$ cat src/xmht_pkg.sv
// Package for the extended memory handle table.
// Types, codes and constants; no dependencies.
package xmht_pkg;
    localparam int HANDLE_COUNT_DEF = 128;
    localparam int PAGE_INDEX_BITS_DEF = 20;
    localparam logic [32:0] REAL_LIMIT = 33'h010FFF0;

    typedef enum logic [2:0] {
        FN_ALLOC = 3'd0, FN_FREE = 3'd1, FN_LOCK = 3'd2, FN_UNLOCK = 3'd3,
        FN_INFO = 3'd4, FN_RESIZE = 3'd5, FN_MOVE = 3'd6, FN_NONE = 3'd7
    } func_t;

    typedef enum logic [3:0] {
        ST_OK = 4'd0, ST_NO_HANDLES = 4'd1, ST_NO_SPACE = 4'd2, ST_BAD_HANDLE = 4'd3,
        ST_LOCKED = 4'd4, ST_LOCK_OVF = 4'd5, ST_NOT_LOCKED = 4'd6, ST_PARITY = 4'd7,
        ST_BAD_SRC_H = 4'd8, ST_BAD_SRC_O = 4'd9, ST_BAD_DST_H = 4'd10,
        ST_BAD_DST_O = 4'd11, ST_BAD_LEN = 4'd12
    } status_t;

    typedef enum logic [2:0] {
        S_IDLE, S_SCAN, S_READ, S_EVAL, S_OUT
    } state_t;

    typedef struct packed {
        logic load;
        logic scan;
        logic read;
        logic eval;
        logic emit;
    } cmd_t;

    typedef struct packed {
        logic scan_done;
    } stat_t;
endpackage

$ cat src/xmht_ctrl.sv
// Controller sequencing one request through the datapath.
// Depends on xmht_pkg.
module xmht_ctrl
(
    input  logic            clk,
    input  logic            rst_n,
    input  logic            in_valid,
    output logic            in_ready,
    output logic            out_valid,
    input  logic            out_ready,
    output xmht_pkg::cmd_t  cmd,
    input  xmht_pkg::stat_t stat
);
    import xmht_pkg::*;

    state_t state_reg, state_next;

    always_ff @(posedge clk or negedge rst_n)
    begin
        if (!rst_n)
        begin
            state_reg <= S_IDLE;
        end
        else
        begin
            state_reg <= state_next;
        end
    end

    always_comb
    begin
        state_next = state_reg;
        case (state_reg)
            S_IDLE: if (in_valid) state_next = S_SCAN;
            S_SCAN: if (stat.scan_done) state_next = S_READ;
            S_READ: state_next = S_EVAL;
            S_EVAL: state_next = S_OUT;
            S_OUT:  if (out_ready) state_next = S_IDLE;
            default: state_next = S_IDLE;
        endcase
    end

    always_comb
    begin
        cmd = '0;
        in_ready = 1'b0;
        out_valid = 1'b0;
        case (state_reg)
            S_IDLE:
            begin
                in_ready = 1'b1;
                cmd.load = in_valid;
            end
            S_SCAN: cmd.scan = 1'b1;
            S_READ: cmd.read = 1'b1;
            S_EVAL: cmd.eval = 1'b1;
            S_OUT:
            begin
                out_valid = 1'b1;
                cmd.emit = out_ready;
            end
            default: ;
        endcase
    end
endmodule

$ cat config.mk
export PLATFORM = sky130hd
export DESIGN_NAME = xmht_ctrl
export DESIGN_NICKNAME = d
export VERILOG_FILES = /design/src/xmht_pkg.sv /design/src/xmht_ctrl.sv
export SDC_FILE = /design/constraint.sdc
export NUM_CORES = 1
export LEC_CHECK = 0
export ABC_CLOCK_PERIOD_IN_PS = 1600
export BUFFER_PORTS_ARGS = -buffer_cell sky130_fd_sc_hd__buf_2
export CAP_MARGIN = 20
export CORE_AREA = 2 2 39 41
export DETAILED_ROUTE_END_ITERATION = 8
export DIE_AREA = 0 0 41 43
export HOLD_SLACK_MARGIN = 0.08
export PLACE_DENSITY = 0.38
export SLEW_MARGIN = 0
export SYNTH_ARGS = -nofsm -noshare
export SYNTH_HDL_FRONTEND = slang
export SYNTH_SLANG_ARGS = --single-unit
$ cat constraint.sdc
create_clock -name clk -period 1.6 [get_ports clk]
set_clock_uncertainty 0.2 [all_clocks]
set_input_delay 0.16 -clock clk [delete_from_list [all_inputs] [get_ports clk]]
set_output_delay 0.16 -clock clk [all_outputs]
set_load 0.05 [all_outputs]
==> flow_metrics.tcl, run 1 <==
set metrics [dict create \
    fin_area_sq_um 437.9 \
    clockBufferDepth 2 \
    h-tree-depth 1 \
    initial_core_util 0.1347 \
    io_pins 12 \
    io_buffer_count 11 \
    powerDensity_nw_per_um2 2210 \
    dpl_cell_area_sq_um 286.5 \
    ys_ff_latch 3 \
    first_iter_violations 0 \
    critical_path_class "reg -> out" \
    synthCells 18 \
    finalSetupTns_ns -0.01427 \
    layout-drive-gt1-share 0.7073 \
    fillers 159 \
    end_kind "output pin" \
    cts_root_buf "clkbuf_4" \
    grt_max_degree 9 \
    cp-start-kind "flop" \
    synth_area_sq_um 186.4 \
    hp-class "reg -> reg" \
    syn_area_per_cell_sq_um 10.36 \
    fp.dieH_um 43 \
    setup_viol 2 \
    vias 223 \
    nets 47 \
    grt_pass1_vias 187 \
    grt_antenna_before_repair 0 \
    slew_viol_final 0 \
    gp_congestion 0.6573 \
    worstMarginPinSlew_ns 0.2505 \
    overflow 0 \
    cts_tree "built" \
    core_sq_um 1384 \
    largest_reg_flops 3 \
    clock.fmax_ghz 0.6198 \
    rsz0062_at_grt "true" \
    die_x_um 41 \
    dp_hpwl_um 354.6 \
    mostFrequentLayoutCells "6 x buf_2, 5 x clkbuf_4, 5 x dlygate4sd3_1" \
    wl_per_cell_um 8.719 \
    ant_nets 0 \
    rows 14 \
    grt_pass1_wl_um 738 \
    crit_fanout 8 \
    p_leak_nw 0.2122 \
    syn_to_final_growth_pct 134.9 \
    fin_crit_sh 1.008 \
    worst_hold_slack_ns 0.4716 \
    clk_pin_slew_ns 0.04 \
    cp_data_required_time_ns 1.24 \
    antennaDiodeCount 0 \
    grt_usage 0.06640 \
    slew_headroom 0.8341 \
    post-route-drc-count 0 \
    postLayoutSetupSlackWorst_ns -0.01333 \
    yosysSeqAreaShare 0.4027 \
    clock_latency_ns 0.24 \
    min_period_ns 1.613 \
    synth_top_cell_by_area "dfrtp_1" \
    first_pass_iters 1 \
    finalWirelength_um 497 \
    clock_sinks 3 \
    maxCapViolCount 0 \
    violations "negative setup slack" \
    numCtsBuffers 3 \
    max-vdd-ir-drop_uv 701.7 \
    vias_per_cell 3.912 \
    die_area_sq_um 1763 \
    synth_top_area_frac 0.4027 \
    syn_nets 23 \
    hold_viol 0 \
    synth_cell_types 14 \
    status "finished with violations" \
    ys_warn_count 0 \
    synthTopCellsByArea "dfrtp_1 40%, nor3b_1 8.1%, and2_1 6.7%, nor3b_2 6.7%, and3b_2 5.4%" \
    final_common_cell "buf_2" \
    arrival_ns 1.25 \
]
worst max-delay path, cell delays in order, from the launching register on:
cell	delay, ns
dfrtp_2	0.47
nor3b_4	0.24
and2_4	0.17
buf_8	0.13
worst paths after layout:
kind | startpoint | endpoint | slack [ns] | cells after the start
max in group asynchronous | rst_n | state_reg[1] | 0.45 | 3
worst min register to register | state_reg[2] | state_reg[0] | 0.47 | 2
worst max-delay path | state_reg[0] | cmd[0] | -0.01 | 3
min in group asynchronous | rst_n | state_reg[2] | 0.59 | 3
worst min-delay path | state_reg[2] | state_reg[0] | 0.47 | 2
worst max register to register | state_reg[1] | state_reg[0] | 0.19 | 3
cells in the mapped netlist:
library cell / instances
or3b_1: 1
o21bai_1: 1
or2_2: 1
dfrtp_1: 3
a21oi_1: 1
nor3b_1: 2
nor3b_2: 1
inv_1: 1
buf_4: 1
and3b_2: 1
nor4bb_1: 1
and2_1: 2
a21o_1: 1
nor3_1: 1
stage by stage:
stage | instances | setup slack [ns] | utilization | total power [mW]
floorplan | 18 | -0.2452 | - | 0.5949
finish | 57 | -0.01333 | 0.3165 | 0.9678
detailed placement | 44 | 0.08910 | 0.2071 | 0.6859
global placement | 44 | 0.1300 | 0.2071 | 0.6793
global route | 57 | -0.06449 | 0.3165 | 1.022
CTS | 55 | -0.03236 | 0.2848 | 0.8946
power breakdown:
group | internal, mW | switching, mW | leakage [nW]
logic | 0.281 | 0.345 | 0.163
registers | 0.116 | 0.0911 | 0.0345
clock network | 0.0935 | 0.0407 | 0.0150
total | 0.491 | 0.477 | 0.212
final cells by class:
class	count	area (sq um)	area share
clock buffers	4	26.28	0.06000
inverters	1	3.754	0.008571
repair buffers	20	170.2	0.3886
flip-flops and latches	3	78.83	0.1800
multi-input cells	13	138.9	0.3171
well taps	16	20.02	0.04571
kinds of logic (layout without fill, tap and decap cells):
logic type             count (synthesis)  after routing  synth area share
buffers and inverters                  2             25           0.06040
AOI/OAI and AO/OA                      3              3            0.1074
and+or+nand+nor                       10             10            0.4295
DFF                                    3              3            0.4027
routing by layer:
layer	routed length [um]	part of all wire	GRT usage
met1	206	0.41	0.07767
met2	237	0.48	0.08438
met3	54	0.11	0.06283
met4	0	0	0.02000
met5	0	0	0
what timing repair did:
action / in CTS / in global routing
hold buffers: 5 / 0
buffers inserted: 2 / 2
gates resized for setup: 6 / 8
pin swaps: 0 / 4
hold endpoints to repair: 5 / 0
setup endpoints to repair: 6 / 6
No activity file was read; power rests on OpenSTA's default activity.
==> run 2: changes to the inputs <==
Settings changed: PLACE_DENSITY 0.38 to 0.32.
==> flow_metrics.tcl, run 2 (same netlist as run 1, synthesis figures left out) <==
set metrics [dict create \
    status "complete, no violations" \
    finalWirelength_um 487 \
    reg2reg_from "state_reg[1]" \
    fillers 159 \
    io_buffer_count 11 \
    r2r-end "state_reg[0]" \
    cts_tree "built" \
    initial_core_util 0.1347 \
    numCtsBuffers 3 \
    antennaDiodeCount 0 \
    switching_share 0.5171 \
    rsz0062_at_grt "true" \
    post-route-drc-count 0 \
    dp_slack_ns 0.1096 \
    final_core_util 0.2884 \
    grt_pass1_vias 185 \
    crit_fanout 7 \
    min_period_ns 1.596 \
    clockPowerShare 0.151 \
    combPwrFrac 0.613 \
    die_x_um 41 \
    overflow 0 \
    arrival_ns 1.24 \
    powerDensity_nw_per_um2 2217 \
    clock_sinks 3 \
    power_frac_seq 0.236 \
    nets 44 \
    regArea_sq_um 78.83 \
    clock_latency_ns 0.23 \
    grt_usage 0.06546 \
    maxCapViolCount 0 \
    slowest_stage "dfrtp_2" \
    dpl.cell_count 44 \
    worst_hold_slack_ns 0.3638 \
    clk_pin_slew_ns 0.04 \
    cts_root_buf "clkbuf_4" \
    multi_input_area_sq_um 132.6 \
    ant_nets 0 \
    critPathBufInv 1 \
    grt_pass1_wl_um 752 \
    mostFrequentLayoutCells "7 x buf_2, 5 x clkbuf_4, 5 x dlygate4sd3_1" \
    rr_worst_depth 3 \
    core_sq_um 1384 \
    max-vdd-ir-drop_uv 640.7 \
    dp_hpwl_um 358.1 \
    slowest_delay_ns 0.47 \
    io_pins 12 \
    clockBufferDepth 2 \
    hold_viol 0 \
    fp.dieH_um 43 \
    rrSetupSlack_ns 0.20 \
    final_common_cell "buf_2" \
    p_leak_nw 0.1937 \
    critical_path_class "reg -> out" \
    setup_viol 0 \
    hp-class "reg -> reg" \
    slew_viol_final 0 \
    cp_data_required_time_ns 1.24 \
    postLayoutSetupSlackWorst_ns 0.004054 \
    clock.fmax_ghz 0.6266 \
    wl_per_cell_um 9.019 \
    fin_crit_sh 0.9975 \
    die_area_sq_um 1763 \
    first_iter_violations 1 \
    endpoint "cmd[0]" \
    cp-start-kind "flop" \
    largest_reg_flops 3 \
    path_cells "nor3b_4 -> and2_4 -> buf_8" \
    setup.worst_path.start "state_reg[1]" \
    vias 207 \
    end_kind "output pin" \
    path_depth 3 \
    grt_antenna_before_repair 0 \
    worstMarginPinSlew_ns 0.2490 \
    total_power_mw 0.8848 \
    layout-drive-gt1-share 0.6842 \
    instances_no_fill 54 \
    grt_max_degree 9 \
    gp_congestion 0.6249 \
    cp_top_family "flip-flops" \
    syn_to_final_growth_pct 114.1 \
    p_int_mw 0.4273 \
    h-tree-depth 1 \
    rows 14 \
    first_pass_iters 2 \
    slew_headroom 0.8351 \
    vias_per_cell 3.833 \
    switchingPower_mw 0.4575 \
]
==> run 2: area by class of cell <==
| class | instances | area share |
|---|---|---|
| Sequential cell | 3 | 0.1975 |
| Timing Repair Buffer | 17 | 0.3448 |
| Clock buffer | 4 | 0.06583 |
| Multi-Input combinational cell | 13 | 0.3323 |
| Tap cell | 16 | 0.05016 |
| Inverter | 1 | 0.009404 |
==> run 2: metrics by stage <==
stage          area, sq um  TNS (ns)
2_1_floorplan        219.0   -0.4445
6_report             399.1         0
5_1_grt              399.1   -0.1510
4_1_cts              387.9  -0.02551
3_5_place_dp         286.5         0
3_3_place_gp         286.5         0
==> run 2: worst min-delay path by stage <==
stage | start | to | cells after the start
final | state_reg[2] | state_reg[0] | 1
after global routing | state_reg[2] | state_reg[0] | 1
after detailed placement | rst_n | state_reg[0] | 1
after global placement | rst_n | state_reg[0] | 1
after CTS | state_reg[2] | state_reg[0] | 1
after floorplan | rst_n | state_reg[0] | 0
==> run 2: power by group through the flow <==
| stage | sequential, mW | clock [mW] | combinational (mW) |
|---|---|---|---|
| 2_1_floorplan | 0.190 | 0 | 0.405 |
| 3_3_place_gp | 0.210 | 0 | 0.474 |
| 3_5_place_dp | 0.213 | 0 | 0.474 |
| 4_1_cts | 0.213 | 0.140 | 0.523 |
| 5_1_grt | 0.220 | 0.148 | 0.573 |
| 6_report | 0.209 | 0.133 | 0.542 |
==> run 2: metal layers <==
layer	vias up	part of all wire	GRT usage
met5	-	0	0
met4	0	0	0.02000
met3	0	0.092	0.04712
met2	9	0.47	0.08125
met1	93	0.43	0.08766
li1	105	-	-
==> run 2: repair_timing <==
item,in CTS,in global routing
pin swaps,2,1
setup endpoints to repair,7,5
buffers inserted,1,0
endpoints found under the hold margin,5,0
gates resized for setup,6,4
hold buffers,5,0
==> run 3: changes to the inputs <==
Settings changed: REMOVE_ABC_BUFFERS from default to 1.
==> flow_metrics.tcl, run 3 (same netlist as run 1, synthesis figures left out) <==
set metrics [dict create \
    setup_viol 0 \
    clock_sinks 3 \
    grt_pass1_wl_um 683 \
    powerDensity_nw_per_um2 2217 \
    gp_congestion 0.6485 \
    multi_input_area_sq_um 110.1 \
    path_cells "nor3b_2 -> and2_1 -> buf_6" \
    maxCapViolCount 0 \
    slowest_delay_ns 0.45 \
    cp_data_required_time_ns 1.24 \
    cts_setup_buffers 0 \
    grt_max_degree 9 \
    first_iter_violations 0 \
    final_core_util 0.2595 \
    fp.dieH_um 43 \
    largest_reg_flops 3 \
    grt_usage 0.06237 \
    grt_pass1_vias 162 \
    arrival_ns 1.24 \
    io_buffer_count 11 \
    hold_viol 0 \
    cp-start-kind "flop" \
    fillers 157 \
    post-route-drc-count 0 \
    rsz0062_at_grt "true" \
    numCtsBuffers 3 \
    wl_per_cell_um 8.623 \
    max-vdd-ir-drop_uv 471.6 \
    dp_slack_ns 0.1564 \
    core_sq_um 1384 \
    first_pass_iters 1 \
    reg2reg_from "state_reg[1]" \
    io_pins 12 \
    h-tree-depth 1 \
    instances_no_fill 53 \
    setup.worst_path.start "state_reg[1]" \
    dpl.cell_count 44 \
    vias 199 \
    overflow 0 \
    cts_tree "built" \
    mostFrequentLayoutCells "8 x buf_2, 5 x dlygate4sd3_1, 3 x clkbuf_4, 3 x dfrtp_2" \
    regArea_sq_um 78.83 \
    vias_per_cell 3.755 \
    layout-drive-gt1-share 0.5946 \
    initial_core_util 0.1347 \
    clockBufferDepth 2 \
    finalWirelength_um 457 \
    clk_pin_slew_ns 0.04 \
    critical_path_class "reg -> out" \
    end_kind "output pin" \
    min_period_ns 1.598 \
    hp-class "reg -> reg" \
    die_x_um 41 \
    crit_fanout 8 \
    fin_crit_sh 0.9985 \
    rrSetupSlack_ns 0.35 \
    worstMarginPinSlew_ns 0.2511 \
    slew_headroom 0.8338 \
    r2r-end "state_reg[0]" \
    status "complete, no violations" \
    p_leak_nw 0.1795 \
    postLayoutSetupSlackWorst_ns 0.002440 \
    slowest_stage "dfrtp_2" \
    syn_to_final_growth_pct 92.62 \
    slew_viol_final 0 \
    clock_latency_ns 0.23 \
    rr_worst_depth 2 \
    final_common_cell "buf_2" \
    ant_nets 0 \
    nets 43 \
    dp_hpwl_um 345.4 \
    grt_antenna_before_repair 0 \
    clock.fmax_ghz 0.6260 \
    die_area_sq_um 1763 \
    rows 14 \
    endpoint "cmd[0]" \
    antennaDiodeCount 0 \
    cts_root_buf "clkbuf_4" \
]
[run 3: cell count changes in the layout (fill, tap and decap cells not counted), sizes merged]
cell | previous run | this run
buf | 10 | 11
clkbuf | 6 | 4
[run 3: worst min path at each step]
| stage | start | endpoint | cells past startpoint |
|---|---|---|---|
| 2_1_floorplan | rst_n | state_reg[0] | 0 |
| 3_3_place_gp | rst_n | state_reg[2] | 1 |
| 3_5_place_dp | rst_n | state_reg[2] | 1 |
| 4_1_cts | state_reg[2] | state_reg[0] | 1 |
| 5_1_grt | state_reg[2] | state_reg[0] | 1 |
| 6_report | state_reg[2] | state_reg[0] | 1 |
[run 3: report_power, final]
group / total (mW) / leakage, nW / internal [mW] / switching (mW)
Clock: 0.134 / 0.0150 / 0.0935 / 0.0403
Sequential: 0.185 / 0.0345 / 0.116 / 0.0689
Combinational: 0.477 / 0.130 / 0.162 / 0.316
[run 3: per-stage QoR]
step / setup TNS, ns / total power, mW / hold slack, ns / instance area (sq um)
4_1_cts: -0.02768 / 0.7979 / 0.3262 / 349.1
6_report: 0 / 0.7963 / 0.3272 / 359.1
5_1_grt: -0.1532 / 0.8506 / 0.3467 / 359.1
3_5_place_dp: 0 / 0.6144 / -0.2420 / 254.0
3_3_place_gp: 0 / 0.6132 / -0.2437 / 254.0
2_1_floorplan: -3.017 / 0.5145 / -0.3356 / 178.9
[run 3: timing repair]
| action | 4_1_cts | 5_1_grt |
|---|---|---|
| resized for setup | 7 | 3 |
| pin swaps | 2 | 1 |
| hold endpoints to repair | 5 | 0 |
| hold buffers | 5 | 0 |
| endpoints found under the setup margin | 4 | 7 |
[run 3: layout make-up]
type	instances	area share
timing repair buffer	16	0.3345
multi-input combinational	13	0.3066
sequential	3	0.2195
clock buffer	4	0.07317
tap	16	0.05575
inverter	1	0.01045
[run 3: per-layer routing]
metal	vias up	wire length, um	global-route usage
li1	100	-	-
met1	90	198	0.06796
met2	9	216	0.08125
met3	0	42	0.06283
met4	0	0	0.02000
met5	-	0	0
[run 3: critical path: cells and delay by family (launching register included)]
| kind | cells | cell delay, ns |
|---|---|---|
| buf+inv | 1 | 0.15 |
| simple gates | 2 | 0.41 |
| flops | 1 | 0.45 |
